`config.mk`:
```
export PLATFORM = sky130hd
export DESIGN_NAME = recip_rsqrt_estimate_flat
export DESIGN_NICKNAME = d
export VERILOG_FILES = /design/src/sv/rre_pkg.sv /design/src/sv/rre_req_if.sv /design/src/sv/rre_rsp_if.sv /design/src/sv/recip_rsqrt_estimate.sv /design/src/flat_wrapper.sv
export SDC_FILE = /design/constraint.sdc
export NUM_CORES = 1
export LEC_CHECK = 0
export BUFFER_PORTS_ARGS = -buffer_cell sky130_fd_sc_hd__buf_2
export CELL_PAD_IN_SITES_DETAIL_PLACEMENT = 2
export CELL_PAD_IN_SITES_GLOBAL_PLACEMENT = 2
export CORE_UTILIZATION = 37
export DETAILED_ROUTE_END_ITERATION = 10
export HOLD_SLACK_MARGIN = 0.12
export PLACE_DENSITY = 0.83
export SLEW_MARGIN = 20
export SYNTH_ARGS = -nofsm -noshare
export SYNTH_HDL_FRONTEND = slang
export SYNTH_SLANG_ARGS = --single-unit
```
`constraint.sdc`:
```
create_clock -name clk -period 3.2 [get_ports clk]
set_clock_uncertainty 0.05 [all_clocks]
set_input_delay 0.16 -clock clk [delete_from_list [all_inputs] [get_ports clk]]
set_output_delay 0.16 -clock clk [all_outputs]
set_load 0.005 [all_outputs]
```
`src/sv/rre_pkg.sv`:
```
// package of shared types, constants and rom builder functions for the estimate unit
package rre_pkg;

    localparam int SIG_BITS = 23;
    localparam int EXP_BITS = 8;
    localparam int EXP_BIAS = (1 << (EXP_BITS - 1)) - 1;
    localparam int INDEX_BITS_DEF = 7;
    localparam int EST_BITS_DEF = 7;

    localparam logic [31:0] QNAN_BITS = 32'h7FC0_0000;
    localparam logic [31:0] MAXF_BITS = 32'h7F7F_FFFF;
    localparam logic [31:0] INF_BITS  = 32'h7F80_0000;

    localparam logic [1:0] RM_RNE = 2'd0;
    localparam logic [1:0] RM_RTZ = 2'd1;
    localparam logic [1:0] RM_RDN = 2'd2;
    localparam logic [1:0] RM_RUP = 2'd3;

    localparam logic FUNC_RCP = 1'b0;
    localparam logic FUNC_RSQ = 1'b1;

    typedef struct packed {
        logic                     func;
        logic                     sign;
        logic [1:0]               rm;
        logic                     is_inf;
        logic                     is_nan;
        logic                     is_snan;
        logic                     is_zero;
        logic                     is_sub;
        logic [SIG_BITS-1:0]      sig_n;
        logic signed [9:0]        e;
    } dec_t;

    typedef struct packed {
        logic                     func;
        logic                     sign;
        logic [1:0]               rm;
        logic                     is_inf;
        logic                     is_nan;
        logic                     is_snan;
        logic                     is_zero;
        logic                     tiny;
        logic [SIG_BITS-1:0]      os;
        logic signed [9:0]        oe_rcp;
        logic [EXP_BITS-1:0]      oe_rsq;
    } lkp_t;

    typedef struct packed {
        logic [31:0] result;
        logic        flag_invalid;
        logic        flag_div_zero;
        logic        flag_overflow;
        logic        flag_inexact;
    } res_t;

    function automatic logic [63:0] rcp_err(input logic [63:0] c, input logic [63:0] l,
                                            input logic [63:0] r, input logic [63:0] d);
        logic [63:0] cl;
        logic [63:0] cr;
        logic [63:0] el;
        logic [63:0] er;
        cl = c * l;
        cr = c * r;
        el = (cl > d) ? cl - d : d - cl;
        er = (cr > d) ? cr - d : d - cr;
        return (el > er) ? el : er;
    endfunction

    function automatic int sqrt_sum_sign(input logic [63:0] u, input logic [63:0] v,
                                         input logic [63:0] w);
        logic [63:0]  d;
        logic [127:0] l;
        logic [127:0] r;
        if (u + v > w)
            return 1;
        d = w - u - v;
        l = (128'(u) * 128'(v)) << 2;
        r = 128'(d) * 128'(d);
        if (l < r)
            return -1;
        if (l > r)
            return 1;
        return 0;
    endfunction

    function automatic logic [31:0] rcp_entry(input int i, input int ib, input int eb);
        logic [63:0] base;
        logic [63:0] top;
        logic [63:0] l;
        logic [63:0] r;
        logic [63:0] d;
        logic [63:0] a;
        logic [63:0] b;
        logic [63:0] mid;
        base = 64'd1 << eb;
        top  = (64'd1 << (eb + 1)) - 64'd1;
        l    = (64'd1 << ib) + 64'(i);
        r    = l + 64'd1;
        d    = 64'd1 << (eb + ib + 1);
        a    = base;
        b    = top;
        for (int k = 0; k < 64; k++)
        begin
            if (a < b)
            begin
                mid = a + ((b - a + 64'd1) >> 1);
                if (mid * (l + r) <= (d << 1))
                    a = mid;
                else
                    b = mid - 64'd1;
            end
        end
        if (a < top && rcp_err(a + 64'd1, l, r, d) < rcp_err(a, l, r, d))
            a = a + 64'd1;
        return 32'(a - base);
    endfunction

    function automatic logic [31:0] rsq_entry(input int i, input int ib, input int eb);
        logic [63:0] base;
        logic [63:0] top;
        logic [63:0] m;
        logic [63:0] al;
        logic [63:0] ar;
        logic [63:0] t2;
        logic [63:0] a;
        logic [63:0] b;
        logic [63:0] mid;
        base = 64'd1 << eb;
        top  = (64'd1 << (eb + 1)) - 64'd1;
        m    = 64'(i) & ((64'd1 << (ib - 1)) - 64'd1);
        al   = (64'd1 << (ib - 1)) + m;
        ar   = al + 64'd1;
        t2   = 64'd1 << (2 * eb + ib + 3);
        if (((i >> (ib - 1)) & 1) != 0)
        begin
            al = al << 1;
            ar = ar << 1;
        end
        a = base;
        b = top;
        for (int k = 0; k < 64; k++)
        begin
            if (a < b)
            begin
                mid = a + ((b - a + 64'd1) >> 1);
                if (sqrt_sum_sign(mid * mid * al, mid * mid * ar, t2) <= 0)
                    a = mid;
                else
                    b = mid - 64'd1;
            end
        end
        if (a < top && sqrt_sum_sign((a + 64'd1) * (a + 64'd1) * ar, a * a * al, t2) < 0)
            a = a + 64'd1;
        return 32'(a - base);
    endfunction

endpackage

```
`src/sv/rre_req_if.sv`:
```
// operand channel interface
interface rre_req_if;
    logic        valid;
    logic        ready;
    logic        func;
    logic [31:0] operand;
    logic [1:0]  round_mode;

    modport source (output valid, output func, output operand, output round_mode,
                    input ready);
    modport sink (input valid, input func, input operand, input round_mode,
                  output ready);
endinterface

```
`src/sv/rre_rsp_if.sv`:
```
// result channel interface
interface rre_rsp_if;
    logic        valid;
    logic        ready;
    logic [31:0] result;
    logic        flag_invalid;
    logic        flag_div_zero;
    logic        flag_overflow;
    logic        flag_inexact;

    modport source (output valid, output result, output flag_invalid, output flag_div_zero,
                    output flag_overflow, output flag_inexact, input ready);
    modport sink (input valid, input result, input flag_invalid, input flag_div_zero,
                  input flag_overflow, input flag_inexact, output ready);
endinterface

```
`src/sv/recip_rsqrt_estimate.sv`:
```
// reciprocal and rsqrt estimate unit, three register stages
// throughput: one beat per cycle unless rsp.ready stalls the pipeline;
// stage 1 leading-zero count and normalize,
// stage 2 rom lookup and exponent, stage 3 special cases and result
// reset: rst_n clears all stage valid bits, roms are constant logic
module recip_rsqrt_estimate #(
    parameter int INDEX_BITS = rre_pkg::INDEX_BITS_DEF,
    parameter int EST_BITS   = rre_pkg::EST_BITS_DEF
) (
    input  logic      clk,
    input  logic      rst_n,
    rre_req_if.sink   req,
    rre_rsp_if.source rsp
);

    localparam int ROM_SIZE = 1 << INDEX_BITS;
    localparam int SB = rre_pkg::SIG_BITS;

    logic [EST_BITS-1:0] rcp_tab [ROM_SIZE];
    logic [EST_BITS-1:0] rsq_tab [ROM_SIZE];

    for (genvar g = 0; g < ROM_SIZE; g++)
    begin : g_rom
        localparam logic [31:0] RCP_V = rre_pkg::rcp_entry(g, INDEX_BITS, EST_BITS);
        localparam logic [31:0] RSQ_V = rre_pkg::rsq_entry(g, INDEX_BITS, EST_BITS);
        assign rcp_tab[g] = RCP_V[EST_BITS-1:0];
        assign rsq_tab[g] = RSQ_V[EST_BITS-1:0];
    end

    logic           v1_reg, v2_reg, v3_reg;
    rre_pkg::dec_t  s1_reg, s1_next;
    rre_pkg::lkp_t  s2_reg, s2_next;
    rre_pkg::res_t  s3_reg, s3_next;
    logic           rdy1, rdy2, rdy3;

    assign rdy3 = !v3_reg || rsp.ready;
    assign rdy2 = !v2_reg || rdy3;
    assign rdy1 = !v1_reg || rdy2;
    assign req.ready = rdy1;

    // stage 1: classify and normalize
    logic [SB-1:0] sig;
    logic [7:0]    ebits;
    logic [4:0]    lz;
    logic          found;

    always_comb
    begin
        sig   = req.operand[SB-1:0];
        ebits = req.operand[30:23];
        lz    = 5'd0;
        found = 1'b0;
        for (int k = SB - 1; k >= 0; k--)
        begin
            if (!found && sig[k])
            begin
                lz    = 5'(SB - 1 - k);
                found = 1'b1;
            end
        end
        s1_next.func    = req.func;
        s1_next.sign    = req.operand[31];
        s1_next.rm      = req.round_mode;
        s1_next.is_inf  = (ebits == 8'hFF) && (sig == '0);
        s1_next.is_nan  = (ebits == 8'hFF) && (sig != '0);
        s1_next.is_snan = !sig[SB-1];
        s1_next.is_zero = (ebits == 8'h00) && (sig == '0);
        s1_next.is_sub  = (ebits == 8'h00);
        if (ebits == 8'h00)
        begin
            s1_next.sig_n = SB'(sig << (lz + 5'd1));
            s1_next.e     = -$signed({5'd0, lz});
        end
        else
        begin
            s1_next.sig_n = sig;
            s1_next.e     = $signed({2'b00, ebits});
        end
    end

    // stage 2: rom lookup and exponent
    logic [INDEX_BITS-1:0] idx_rcp, idx_rsq;

    always_comb
    begin
        idx_rcp         = s1_reg.sig_n[SB-1 -: INDEX_BITS];
        idx_rsq         = {~s1_reg.e[0], s1_reg.sig_n[SB-1 -: (INDEX_BITS - 1)]};
        s2_next.func    = s1_reg.func;
        s2_next.sign    = s1_reg.sign;
        s2_next.rm      = s1_reg.rm;
        s2_next.is_inf  = s1_reg.is_inf;
        s2_next.is_nan  = s1_reg.is_nan;
        s2_next.is_snan = s1_reg.is_snan;
        s2_next.is_zero = s1_reg.is_zero;
        s2_next.tiny    = s1_reg.is_sub && (s1_reg.e < -10'sd1);
        if (s1_reg.func == rre_pkg::FUNC_RSQ)
            s2_next.os = {rsq_tab[idx_rsq], {(SB - EST_BITS){1'b0}}};
        else
            s2_next.os = {rcp_tab[idx_rcp], {(SB - EST_BITS){1'b0}}};
        s2_next.oe_rcp  = 10'sd253 - s1_reg.e;
        s2_next.oe_rsq  = 8'((10'sd380 - s1_reg.e) >>> 1);
    end

    // stage 3: special cases and result
    logic clamp_max;

    always_comb
    begin
        clamp_max = (s2_reg.rm == rre_pkg::RM_RTZ)
                 || (s2_reg.rm == rre_pkg::RM_RDN && !s2_reg.sign)
                 || (s2_reg.rm == rre_pkg::RM_RUP && s2_reg.sign);
        s3_next   = '0;
        if (s2_reg.is_inf)
        begin
            if (s2_reg.func == rre_pkg::FUNC_RSQ && s2_reg.sign)
            begin
                s3_next.result       = rre_pkg::QNAN_BITS;
                s3_next.flag_invalid = 1'b1;
            end
            else
                s3_next.result = {s2_reg.sign, 31'd0};
        end
        else if (s2_reg.is_nan)
        begin
            s3_next.result       = rre_pkg::QNAN_BITS;
            s3_next.flag_invalid = s2_reg.is_snan;
        end
        else if (s2_reg.is_zero)
        begin
            s3_next.result        = {s2_reg.sign, 31'd0} | rre_pkg::INF_BITS;
            s3_next.flag_div_zero = 1'b1;
        end
        else if (s2_reg.func == rre_pkg::FUNC_RSQ)
        begin
            if (s2_reg.sign)
            begin
                s3_next.result       = rre_pkg::QNAN_BITS;
                s3_next.flag_invalid = 1'b1;
            end
            else
                s3_next.result = {1'b0, s2_reg.oe_rsq, s2_reg.os};
        end
        else if (s2_reg.tiny)
        begin
            s3_next.flag_overflow = 1'b1;
            s3_next.flag_inexact  = 1'b1;
            s3_next.result = {s2_reg.sign, 31'd0}
                           | (clamp_max ? rre_pkg::MAXF_BITS : rre_pkg::INF_BITS);
        end
        else if (s2_reg.oe_rcp == 10'sd0)
            s3_next.result = {s2_reg.sign, 8'd0, 1'b1, s2_reg.os[SB-1:1]};
        else if (s2_reg.oe_rcp == -10'sd1)
            s3_next.result = {s2_reg.sign, 8'd0, 2'b01, s2_reg.os[SB-1:2]};
        else
            s3_next.result = {s2_reg.sign, s2_reg.oe_rcp[7:0], s2_reg.os};
    end

    always_ff @(posedge clk or negedge rst_n)
    begin
        if (!rst_n)
        begin
            v1_reg <= 1'b0;
            v2_reg <= 1'b0;
            v3_reg <= 1'b0;
        end
        else
        begin
            if (rdy1)
                v1_reg <= req.valid;
            if (rdy2)
                v2_reg <= v1_reg;
            if (rdy3)
                v3_reg <= v2_reg;
        end
    end

    always_ff @(posedge clk)
    begin
        if (rdy1)
            s1_reg <= s1_next;
        if (rdy2)
            s2_reg <= s2_next;
        if (rdy3)
            s3_reg <= s3_next;
    end

    assign rsp.valid         = v3_reg;
    assign rsp.result        = s3_reg.result;
    assign rsp.flag_invalid  = s3_reg.flag_invalid;
    assign rsp.flag_div_zero = s3_reg.flag_div_zero;
    assign rsp.flag_overflow = s3_reg.flag_overflow;
    assign rsp.flag_inexact  = s3_reg.flag_inexact;

endmodule
```
`src/flat_wrapper.sv`:
```
// flat-port wrapper written by rule: the top's interface ports become plain ports
module recip_rsqrt_estimate_flat 
#(
    parameter int INDEX_BITS = rre_pkg::INDEX_BITS_DEF,
    parameter int EST_BITS   = rre_pkg::EST_BITS_DEF
)
  (clk, rst_n, req_valid, req_func, req_operand, req_round_mode, req_ready, rsp_valid, rsp_result, rsp_flag_invalid, rsp_flag_div_zero, rsp_flag_overflow, rsp_flag_inexact, rsp_ready);
  rre_req_if req_i ();
  rre_rsp_if rsp_i ();
  input  logic clk;
  input  logic rst_n;
  input wire logic [$bits(req_i.valid)-1:0] req_valid;
  input wire logic [$bits(req_i.func)-1:0] req_func;
  input wire logic [$bits(req_i.operand)-1:0] req_operand;
  input wire logic [$bits(req_i.round_mode)-1:0] req_round_mode;
  output wire logic [$bits(req_i.ready)-1:0] req_ready;
  output wire logic [$bits(rsp_i.valid)-1:0] rsp_valid;
  output wire logic [$bits(rsp_i.result)-1:0] rsp_result;
  output wire logic [$bits(rsp_i.flag_invalid)-1:0] rsp_flag_invalid;
  output wire logic [$bits(rsp_i.flag_div_zero)-1:0] rsp_flag_div_zero;
  output wire logic [$bits(rsp_i.flag_overflow)-1:0] rsp_flag_overflow;
  output wire logic [$bits(rsp_i.flag_inexact)-1:0] rsp_flag_inexact;
  input wire logic [$bits(rsp_i.ready)-1:0] rsp_ready;
  assign req_i.valid = req_valid;
  assign req_i.func = req_func;
  assign req_i.operand = req_operand;
  assign req_i.round_mode = req_round_mode;
  assign req_ready = req_i.ready;
  assign rsp_valid = rsp_i.valid;
  assign rsp_result = rsp_i.result;
  assign rsp_flag_invalid = rsp_i.flag_invalid;
  assign rsp_flag_div_zero = rsp_i.flag_div_zero;
  assign rsp_flag_overflow = rsp_i.flag_overflow;
  assign rsp_flag_inexact = rsp_i.flag_inexact;
  assign rsp_i.ready = rsp_ready;
  recip_rsqrt_estimate #(.INDEX_BITS(INDEX_BITS), .EST_BITS(EST_BITS)) u_core (.clk(clk), .rst_n(rst_n), .req(req_i), .rsp(rsp_i));
endmodule
```
==> run summary, run 1 <==
Layout
- 34 — max FFs per register
- 0.004141 sq mm — area of the multi-input gates
- 44.05% — Final Util
- sky130_fd_sc_hd__o21ai_0, sky130_fd_sc_hd__edfxtp_1, sky130_fd_sc_hd__nor2_1, sky130_fd_sc_hd__buf_2, sky130_fd_sc_hd__a21oi_1 — leading cell types in the layout, fill and taps excluded
- 0 — antenna diode count
- 936 — fin nets
- 2076 — filler instances
- 18.68% — fraction of layout instances using a drive strength above 1
- 0.002537 sq mm — Seq. cell area
- 16.30% — layout overhead on the synthesized area

Job
- 0 — max cap viols

Yosys
- sky130_fd_sc_hd__edfxtp_1, sky130_fd_sc_hd__o21ai_0, sky130_fd_sc_hd__a21oi_1 — dominant cells by area after synthesis
- 18.59% — basic-gate share of the synthesized area counting and, or, nand and nor cells
- 802 — number of instances in the synthesized netlist
- 4.224% — post-synthesis share of cell area spent on full adders, half adders and majority gates
- 8.864 sq um — average cell area after synthesis
- 0 — count of yosys warnings during synthesis
- 3.529% — share of synthesized flip-flops with an asynchronous set or reset
- 34.64% — area share of the largest cell type after synthesis
- 79 — number of distinct standard cells referenced by the synthesized netlist
- 26.05% — post-synthesis compound-gate area fraction
- sky130_fd_sc_hd__edfxtp_1 — cell accounting for the most synthesized area
- 865 — syn nets
- compound AO/OA/AOI/OAI gates — dominant combinational cell family by area after synthesis
- 0.007109 sq mm — synthesized cell area
- 82 — EDFF count, synth
- 6.477% — share of cell area taken by muxes after synthesis
- 2.552% — xor/xnor share of the synthesized area
- sky130_fd_sc_hd__edfxtp_1 — most instantiated flip-flop cell in the synthesis netlist
- 85 — register bit count reported by yosys
- 35.69% — Seq/Total Area, Yosys

Global routing
- 0 — overall overflow remaining after global route
- 40710 microns — wire length of the first global-routing pass
- 54 — largest net degree at the start of global routing
- 26.42% — aggregate global-route resource usage
- 0 — number of antenna violations at the first check in global routing
- 7357 — vias in the first global route

Detailed routing
- 13390 microns — routed length on met2
- 383 — iteration-0 DRC count of the detailed router
- 0 — Remaining DRCs
- 6950 — via count
- 0 — antenna viol nets, final
- met4 — Top Layer Used
- 23.12 microns — routed length per instance
- 6.250 — post-detailed-route via-to-cell ratio
- 25710 microns — total length of routed wires
- 10830 microns — sum of routed wire segments on met1
- 5 — detailed-routing iteration count for the pre-antenna-repair pass
- 847 microns — sum of met3 wire segment lengths after detailed routing

Placed design
- 0.9087 — final weighted congestion in routability-driven placement
- 76 — input/output buffers
- 18920 microns — total half-perimeter wirelength after legalization and detailed placement

Power and ir drop
- 3.181 nW — leakage power total
- 2.469 mW — internal power
- 41.0% — sequential group share of total power
- 3.774 mW — Final Total Pwr
- 29.6% — Clock power frac
- 29.4% — part of the power in combinational logic
- 34.57% — Switching Fraction
- 456.4 mW/mm^2 — total power density per cell area
- 0.2747 mV — maximum vdd ir drop
- 1.304 mW — P_sw

Floorplan
- 50 — total number of placement rows
- 140.6 microns — die height
- 0.01877 sq mm — placeable core area
- 77 — I/O pin count
- 140.6 microns — die boundary width
- 37.88% — Initial Utilization
- 0.01977 sq mm — Total Die Area

Clock tree
- 9 — Inserted Clock Buffers
- 0 — Post-CTS Resized
- 15 — number of hold buffers added after CTS
- 350 ps — Worst-Skew Late Latency
- 2 — number of buffers between clock root and the deepest sink
- sky130_fd_sc_hd__clkbuf_16 — master cell of the clock root buffer
- 0 — Post CTS Setup Buffer Count
- built — TritonCTS clock tree
- 85 — CTS sink cnt
- 3 — maximum level of the CTS H-tree
- 70 ps — clock transition time at the flip-flop clock pins of the worst setup and hold paths

Critical path
- sky130_fd_sc_hd__a311oi_1 — critical-path cell with the highest stage delay
- 8 — cells on worst reg2reg path
- primary input — kind of launch point of the worst setup path
- in2reg — worst setup path category
- 35 — Critical Path Fanout Max
- buf_2 > nor4_4 > nand4_4 > a211oi_4 > nor3_4 > inv_2 > ha_1 > buf_12 > nand2_1 > a31oi_1 > a311oi_1 > a21oi_1 > a21oi_1 > o221ai_1 — CP cell instances
- 550 ps — largest stage delay on the critical path
- flop — Critical Path End Type
- 280 ps — Worst R2R Setup Slack
- sky130_fd_sc_hd__a21oi_1 — Critical Path Most Common Cell
- u_core.s2_reg[35] — Reg-to-Reg End
- u_core.idx_rcp[0] — Worst R2R Start
- req_operand[22] — launching element of the worst setup path
- 2950 ps — arrival time at the worst endpoint
- 3220 ps — required time of the worst setup path

Timing
- no — RSZ-0062 raised after global routing
- 983.0 ps — Tightest Pin Transition
- 341.1 MHz — f_max
- 34.47% — Slew Limit Headroom
- 0 — final slew viol count
- 2932 ps — shortest period the worst path allows
- 0 — setup-violating endpoint count in the final report
- 91.61% — crit share post-route
- 0 ps — setup TNS
- 0 — number of hold violations in the final report

Worst hold path
- in2reg — worst min-delay path category
- 3 — worst hold path depth
- req_operand[19] — HP Start
- u_core.idx_rcp[3] — hold-critical path endpoint

Run status
- finished, final reports clean — result of the run

-- through the flow --
stage | hold slack (ps) | worst slack [ps] | area (sq um) | instances
2_1_floorplan | -185.6 | 12.99 | 7148 | 802
3_3_place_gp | -95.37 | 14.75 | 7799 | 1081
3_5_place_dp | -84.32 | -73.25 | 7799 | 1081
4_1_cts | 216.0 | 275.3 | 8268 | 1112
5_1_grt | 241.6 | 152.4 | 8268 | 1112
6_report | 239.6 | 268.3 | 8268 | 1112
-- area by class of cell --
cell class | count | share of cell area, %
clock buffer | 9 | 2.724
clock inverter | 7 | 1.135
sequential | 85 | 30.69
multi-input combinational | 616 | 50.09
inverter | 31 | 1.407
timing repair buffer | 130 | 10.41
tap | 234 | 3.541
-- worst max-delay path, delay by kind of cell --
| kind | cells | cell delay (ps) |
|---|---|---|
| and+or+nand+nor | 4 | 810 |
| AOI/OAI and AO/OA | 6 | 1290 |
| adders and majority gates | 1 | 270 |
| buffers and inverters | 3 | 390 |
-- kinds of logic after synthesis --
kind of cell	Yosys count
buf+inv	101
fa+ha+maj	24
compound gates	286
mux	28
xor+xnor	19
flops	85
simple gates	259
-- power groups by stage --
stage | registers, mW | clock network, mW | logic [mW]
after detailed placement | 1.56 | 0 | 1.07
after floorplan | 1.50 | 0 | 0.731
after CTS | 1.55 | 1.13 | 1.11
final | 1.55 | 1.12 | 1.11
after global placement | 1.54 | 0 | 1.01
after global routing | 1.56 | 1.17 | 1.21
-- layer usage --
layer | vias to the layer above | GRT usage [%]
met1 | 3550 | 32.10
met3 | 42 | 3.125
met4 | 0 | 8.753
met2 | 182 | 48.34
met5 | - | 0
li1 | 3176 | -
-- cells in the mapped netlist (5+ instances only) --
| library cell | instances |
|---|---|
| sky130_fd_sc_hd__buf_4 | 15 |
| sky130_fd_sc_hd__nor2b_1 | 8 |
| sky130_fd_sc_hd__o31ai_1 | 10 |
| sky130_fd_sc_hd__or2_1 | 5 |
| sky130_fd_sc_hd__mux4_2 | 13 |
| sky130_fd_sc_hd__buf_1 | 5 |
| sky130_fd_sc_hd__a22o_1 | 7 |
| sky130_fd_sc_hd__a211oi_1 | 13 |
| sky130_fd_sc_hd__xnor2_1 | 10 |
| sky130_fd_sc_hd__edfxtp_1 | 82 |
| sky130_fd_sc_hd__o21ai_0 | 82 |
| sky130_fd_sc_hd__a21o_1 | 7 |
| sky130_fd_sc_hd__clkbuf_1 | 43 |
| sky130_fd_sc_hd__nor2_1 | 76 |
| sky130_fd_sc_hd__nand2b_1 | 12 |
| sky130_fd_sc_hd__ha_1 | 24 |
| sky130_fd_sc_hd__nand2_1 | 66 |
| sky130_fd_sc_hd__o21ai_1 | 5 |
| sky130_fd_sc_hd__o22ai_1 | 5 |
| sky130_fd_sc_hd__a221oi_1 | 9 |
| sky130_fd_sc_hd__nor4_1 | 8 |
| sky130_fd_sc_hd__o211ai_1 | 15 |
| sky130_fd_sc_hd__nand3_1 | 18 |
| sky130_fd_sc_hd__a21oi_1 | 68 |
| sky130_fd_sc_hd__nor3_1 | 18 |
| sky130_fd_sc_hd__mux2i_1 | 12 |
| sky130_fd_sc_hd__nand3b_1 | 6 |
| sky130_fd_sc_hd__xor2_1 | 7 |
| sky130_fd_sc_hd__a31oi_1 | 10 |
| sky130_fd_sc_hd__o31a_1 | 5 |
| sky130_fd_sc_hd__buf_2 | 5 |
| sky130_fd_sc_hd__inv_1 | 27 |
| sky130_fd_sc_hd__and2_1 | 6 |
| sky130_fd_sc_hd__nand4_1 | 11 |
-- worst max path at each step --
stage                                    to
after global routing      u_core.s2_reg[35]
after floorplan           u_core.idx_rcp[5]
after CTS                 u_core.idx_rcp[6]
final                     u_core.idx_rcp[6]
after global placement    u_core.idx_rcp[6]
after detailed placement  u_core.idx_rcp[5]
(Power assumes the default switching activity.)
==> inputs of run 2 (changes only) <==
- CORE_MARGIN: unset -> 1.5
- GPL_TIMING_DRIVEN: unset -> 0
==> run 2 against run 1 <==
Net effect:
- worst setup slack worse by 200 ps
- total power down 0.30%
- sequential power down 3%
- global-route usage up 1.5 points
- wire length up 8.6%
- combinational power up 9.9%
- sequential cell count unchanged
- hold slack better by 25 ps
- first-iteration DRC count up 37%
==> run summary, run 2 (synthesis gave the netlist of run 1 again) <==
Global routing
- 0 — number of antenna violations at the first check in global routing
- 0 — overall overflow remaining after global route
- 43790 microns — wire length of the first global-routing pass
- 24 — largest net degree at the start of global routing
- 7728 — vias in the first global route
- 27.90% — aggregate global-route resource usage

Power and ir drop
- 40.2% — sequential group share of total power
- 445.9 mW/mm^2 — total power density per cell area
- 27.4% — Clock power frac
- 2.442 mW — internal power
- 35.09% — Switching Fraction
- 3.762 mW — Final Total Pwr
- 32.4% — part of the power in combinational logic
- 1.320 mW — P_sw
- 3.230 nW — leakage power total
- 0.2353 mV — maximum vdd ir drop

Run status
- finished, final reports clean — result of the run

Clock tree
- built — TritonCTS clock tree
- 85 — CTS sink cnt
- 2 — number of buffers between clock root and the deepest sink
- 350 ps — Worst-Skew Late Latency
- 60 ps — clock transition time at the flip-flop clock pins of the worst setup and hold paths
- sky130_fd_sc_hd__clkbuf_16 — master cell of the clock root buffer
- 9 — Inserted Clock Buffers
- 3 — maximum level of the CTS H-tree

Timing
- 0 — setup-violating endpoint count in the final report
- 0 — final slew viol count
- 0 — number of hold violations in the final report
- 3133 ps — shortest period the worst path allows
- 97.90% — crit share post-route
- 975.8 ps — Tightest Pin Transition
- 34.95% — Slew Limit Headroom
- 319.2 MHz — f_max

Layout
- 34 — max FFs per register
- 18.69% — layout overhead on the synthesized area
- 0 — antenna diode count
- sky130_fd_sc_hd__o21ai_0, sky130_fd_sc_hd__edfxtp_1, sky130_fd_sc_hd__buf_2 — leading cell types in the layout, fill and taps excluded
- 1154 — count of non-filler cells in the finished layout
- 978 — fin nets
- 18.26% — fraction of layout instances using a drive strength above 1

Floorplan
- 50 — total number of placement rows
- 37.88% — Initial Utilization
- 77 — I/O pin count
- 0.01877 sq mm — placeable core area
- 0.02005 sq mm — Total Die Area
- 141.6 microns — die boundary width
- 141.6 microns — die height

Job
- 0 — max cap viols

Worst hold path
- u_core.idx_rcp[4] — hold-critical path endpoint
- req_operand[20] — HP Start
- in2reg — worst min-delay path category
- 3 — worst hold path depth

Critical path
- in2reg — worst setup path category
- 3240 ps — required time of the worst setup path
- u_core.s2_reg[35] — Reg-to-Reg End
- primary input — kind of launch point of the worst setup path
- 110 ps — Worst R2R Setup Slack
- 3170 ps — arrival time at the worst endpoint
- flop — Critical Path End Type
- 10 — Critical Path Fanout Max
- 8 — cells on worst reg2reg path
- u_core.idx_rcp[1] — Worst R2R Start

Detailed routing
- 0 — antenna viol nets, final
- 27930 microns — total length of routed wires
- 6.265 — post-detailed-route via-to-cell ratio
- 24.20 microns — routed length per instance
- 0 — Remaining DRCs
- 523 — iteration-0 DRC count of the detailed router
- 7230 — via count
- 5 — detailed-routing iteration count for the pre-antenna-repair pass

Placed design
- 1111 — cell total after placement
- 72 — input/output buffers
- 20250 microns — total half-perimeter wirelength after legalization and detailed placement
- 0.9205 — final weighted congestion in routability-driven placement

==> run 2: critical path, stage by stage <==
cell	delay, ps
sky130_fd_sc_hd__buf_2	160
sky130_fd_sc_hd__nor4_4	340
sky130_fd_sc_hd__buf_4	180
sky130_fd_sc_hd__nand4_4	140
sky130_fd_sc_hd__a211oi_4	340
sky130_fd_sc_hd__nor3_4	80
sky130_fd_sc_hd__inv_2	100
sky130_fd_sc_hd__buf_8	100
sky130_fd_sc_hd__ha_1	230
sky130_fd_sc_hd__buf_6	160
sky130_fd_sc_hd__clkbuf_8	170
sky130_fd_sc_hd__mux4_4	430
sky130_fd_sc_hd__nand3_2	120
sky130_fd_sc_hd__a31oi_1	100
sky130_fd_sc_hd__a221o_1	360
==> run 2: area by class of cell <==
class	instances	area, sq um
plain buffers	69	370.4
clock buffers	11	252.7
clock inverters	5	42.54
fillers	2058	10330
inverters	31	120.1
multi-input cells	616	4175
flip-flops and latches	85	2537
well taps	234	292.8
repair buffers	103	646.9
==> run 2: timing repair <==
action	CTS	global route
hold buffers	17	0
buffers inserted	7	4
setup endpoints to repair	10	10
hold endpoints to repair	18	0
gates cloned	0	0
pin swaps	4	2
resized for setup	8	12
==> run 2: worst max-delay path by stage <==
stage | from | to | slack, ps | depth (start not counted)
3_3_place_gp | req_operand[22] | u_core.idx_rcp[6] | -690 | 14
5_1_grt | req_operand[22] | u_core.idx_rcp[5] | -7 | 15
4_1_cts | req_operand[19] | u_core.idx_rcp[6] | 20 | 17
6_report | req_operand[22] | u_core.idx_rcp[5] | 70 | 15
3_5_place_dp | req_operand[22] | u_core.idx_rcp[6] | -830 | 14
2_1_floorplan | req_operand[17] | u_core.idx_rcp[5] | 10 | 14
==> run 2: metal layers <==
metal / vias to the layer above / wire (microns) / GRT usage [%]
met3: 62 / 1225 / 3.341
met1: 3655 / 11630 / 33.99
met2: 249 / 14230 / 50.76
met4: 0 / 844 / 9.658
met5: - / 0 / 0
li1: 3264 / - / -
==> run 2: power groups by stage <==
stage	clock, mW	combinational [mW]	sequential, mW
after floorplan	0	0.731	1.50
after global placement	0	1.06	1.53
after detailed placement	0	1.13	1.54
after CTS	1.03	1.18	1.51
after global routing	1.08	1.32	1.53
final	1.03	1.22	1.51
==> run 2: through the flow <==
stage               utilization, %  setup TNS, ps  hold slack [ps]  area, sq um  setup WS [ps]
floorplan                        -              0           -185.6         7148          12.99
global placement             41.57          -4286           -95.04         7801         -693.3
detailed placement           41.75          -5652           -92.65         7835         -832.5
CTS                          44.61              0            231.6         8373          20.20
global route                 44.96         -6.737            262.4         8438         -6.737
finish                       44.96              0            264.2         8438          67.06
==> inputs of run 3 (changes only) <==
- REMOVE_ABC_BUFFERS: unset -> 1
==> run 3 against run 2 <==
Net effect:
- via count down 2.2%
- core utilization down 0.24 points
- first-iteration DRC count increased by 5.2%
- design area is 0.53% lower
- register-to-register slack about the same
- count of clock-buffer cells in the layout shrank 2
- wire length decreased by 2.3%
- sequential cell count stayed put
- die area unchanged
- global-route usage is 1.2 points lower
- combinational power about the same
- hold slack got worse by 47 ps
- critical endpoint unchanged
- largest power group unchanged
- highest routed layer unchanged
==> run summary, run 3 (synthesis gave the netlist of run 1 again) <==
Placed design
- 0.007637 sq mm — Placed Instance Area
- 1053 — cell total after placement
- 0.8696 — final weighted congestion in routability-driven placement
- 76 — input/output buffers
- 17390 microns — total half-perimeter wirelength after legalization and detailed placement
- -2142 ps — minimum setup slack after placement

Layout
- 0.008393 sq mm — final design area excluding fillers
- 0 — antenna diode count
- 20.07% — fraction of layout instances using a drive strength above 1
- sky130_fd_sc_hd__o21ai_0, sky130_fd_sc_hd__edfxtp_1, sky130_fd_sc_hd__buf_2 — leading cell types in the layout, fill and taps excluded
- 1111 — count of non-filler cells in the finished layout
- 18.06% — layout overhead on the synthesized area
- 34 — max FFs per register
- 935 — fin nets
- 44.72% — Final Util

Detailed routing
- 6 — detailed-routing iteration count for the pre-antenna-repair pass
- 0 — Remaining DRCs
- 6.365 — post-detailed-route via-to-cell ratio
- 24.57 microns — routed length per instance
- 7071 — via count
- 27300 microns — total length of routed wires
- 550 — iteration-0 DRC count of the detailed router
- 0 — antenna viol nets, final

Clock tree
- 2 — number of buffers between clock root and the deepest sink
- 360 ps — Worst-Skew Late Latency
- 3 — maximum level of the CTS H-tree
- 70 ps — clock transition time at the flip-flop clock pins of the worst setup and hold paths
- built — TritonCTS clock tree
- 85 — CTS sink cnt
- sky130_fd_sc_hd__clkbuf_16 — master cell of the clock root buffer
- 9 — Inserted Clock Buffers

Timing
- 0 — number of hold violations in the final report
- 320.2 MHz — f_max
- 1031 ps — Tightest Pin Transition
- 30.83% — Slew Limit Headroom
- 0 — final slew viol count
- 76.52 ps — fin worst setup slack
- 3123 ps — shortest period the worst path allows
- 97.61% — crit share post-route
- 0 — setup-violating endpoint count in the final report

Critical path
- sky130_fd_sc_hd__nor4_4 — critical-path cell with the highest stage delay
- buf_2 > nor4_4 > buf_4 > buf_4 > and4_1 > o21ai_0 > nand3_2 > ha_4 > buf_4 > mux4_2 > a311oi_2 > a31oi_1 > a221o_1 — CP cell instances
- 380 ps — largest stage delay on the critical path
- 3160 ps — arrival time at the worst endpoint
- 11 — Critical Path Fanout Max
- flop — Critical Path End Type
- in2reg — worst setup path category
- 4 — number of buffers and inverters on the critical path
- primary input — kind of launch point of the worst setup path
- compound AO/OA/AOI/OAI gates — Worst path top cell family by delay
- 3240 ps — required time of the worst setup path
- sky130_fd_sc_hd__buf_4 — Critical Path Most Common Cell

Floorplan
- 77 — I/O pin count
- 37.88% — Initial Utilization
- 50 — total number of placement rows
- 141.6 microns — die height
- 0.01877 sq mm — placeable core area
- 141.6 microns — die boundary width
- 0.02005 sq mm — Total Die Area

Run status
- finished, final reports clean — result of the run

Job
- 0 — max cap viols

Power and ir drop
- 0.2224 mV — maximum vdd ir drop
- 451.0 mW/mm^2 — total power density per cell area
- 3.194 nW — leakage power total
- 3.785 mW — Final Total Pwr

Global routing
- 26.68% — aggregate global-route resource usage
- 0 — number of antenna violations at the first check in global routing
- 0 — overall overflow remaining after global route
- 41700 microns — wire length of the first global-routing pass
- 27 — largest net degree at the start of global routing
- 7209 — vias in the first global route

Worst hold path
- in2reg — worst min-delay path category

run 3: cell count changes in the layout (fill, tap and decap cells not counted), sizes merged:
cell,delta
clkbuf,-43
buf,-1
dlygate4sd3,-1
inv,-3
clkinvlp,+5
run 3: worst paths after layout:
check | start | endpoint | slack, ps | cells after the start
min | rsp_ready | u_core.s1_reg[40] | 220 | 2
min in group asynchronous | rst_n | u_core.v1_reg | 690 | 3
min reg2reg | u_core.s1_reg[39] | u_core.s2_reg[47] | 360 | 0
max | req_operand[14] | u_core.idx_rcp[5] | 80 | 13
max in group asynchronous | rst_n | u_core.v2_reg | 2230 | 3
max reg2reg | u_core.idx_rcp[3] | u_core.s2_reg[35] | 120 | 9
run 3: power by group:
group          switching (mW)  leakage [nW]  internal, mW
Combinational           0.713          2.18         0.478
Clock                   0.511         0.136         0.545
Sequential              0.135         0.877          1.40
Total                    1.36          3.19          2.43
run 3: per-stage QoR:
stage,TNS [ps],hold slack [ps]
2_1_floorplan,-6675,-185.6
3_3_place_gp,-24220,-95.61
3_5_place_dp,-19790,-90.05
4_1_cts,0,185.3
5_1_grt,-26.36,232.2
6_report,0,216.8
run 3: area by class of cell:
cell class                      instances  area (sq um)
Tap cell                              234         292.8
Timing Repair Buffer                  129         937.1
Sequential cell                        85          2537
Inverter                               31         135.1
Clock inverter                          7         63.81
Clock buffer                            9         225.2
Fill cell                            2020         10380
Multi-Input combinational cell        616          4202
run 3: repair_timing:
item,CTS,global route
endpoints found under the setup margin,15,10
pin swaps,4,5
resized for setup,10,10
buffers inserted,8,18
hold buffers,16,0
hold endpoints to repair,17,0
run 3: metal layers:
layer | wire (microns) | share of wire (%) | GRT usage [%] | vias up
met2 | 14280 | 52 | 48.32 | 223
met1 | 11240 | 41 | 32.68 | 3618
li1 | - | - | - | 3177
met3 | 953 | 3.5 | 2.666 | 53
met4 | 825 | 3.0 | 10.09 | 0
met5 | 0 | 0 | 0 | -
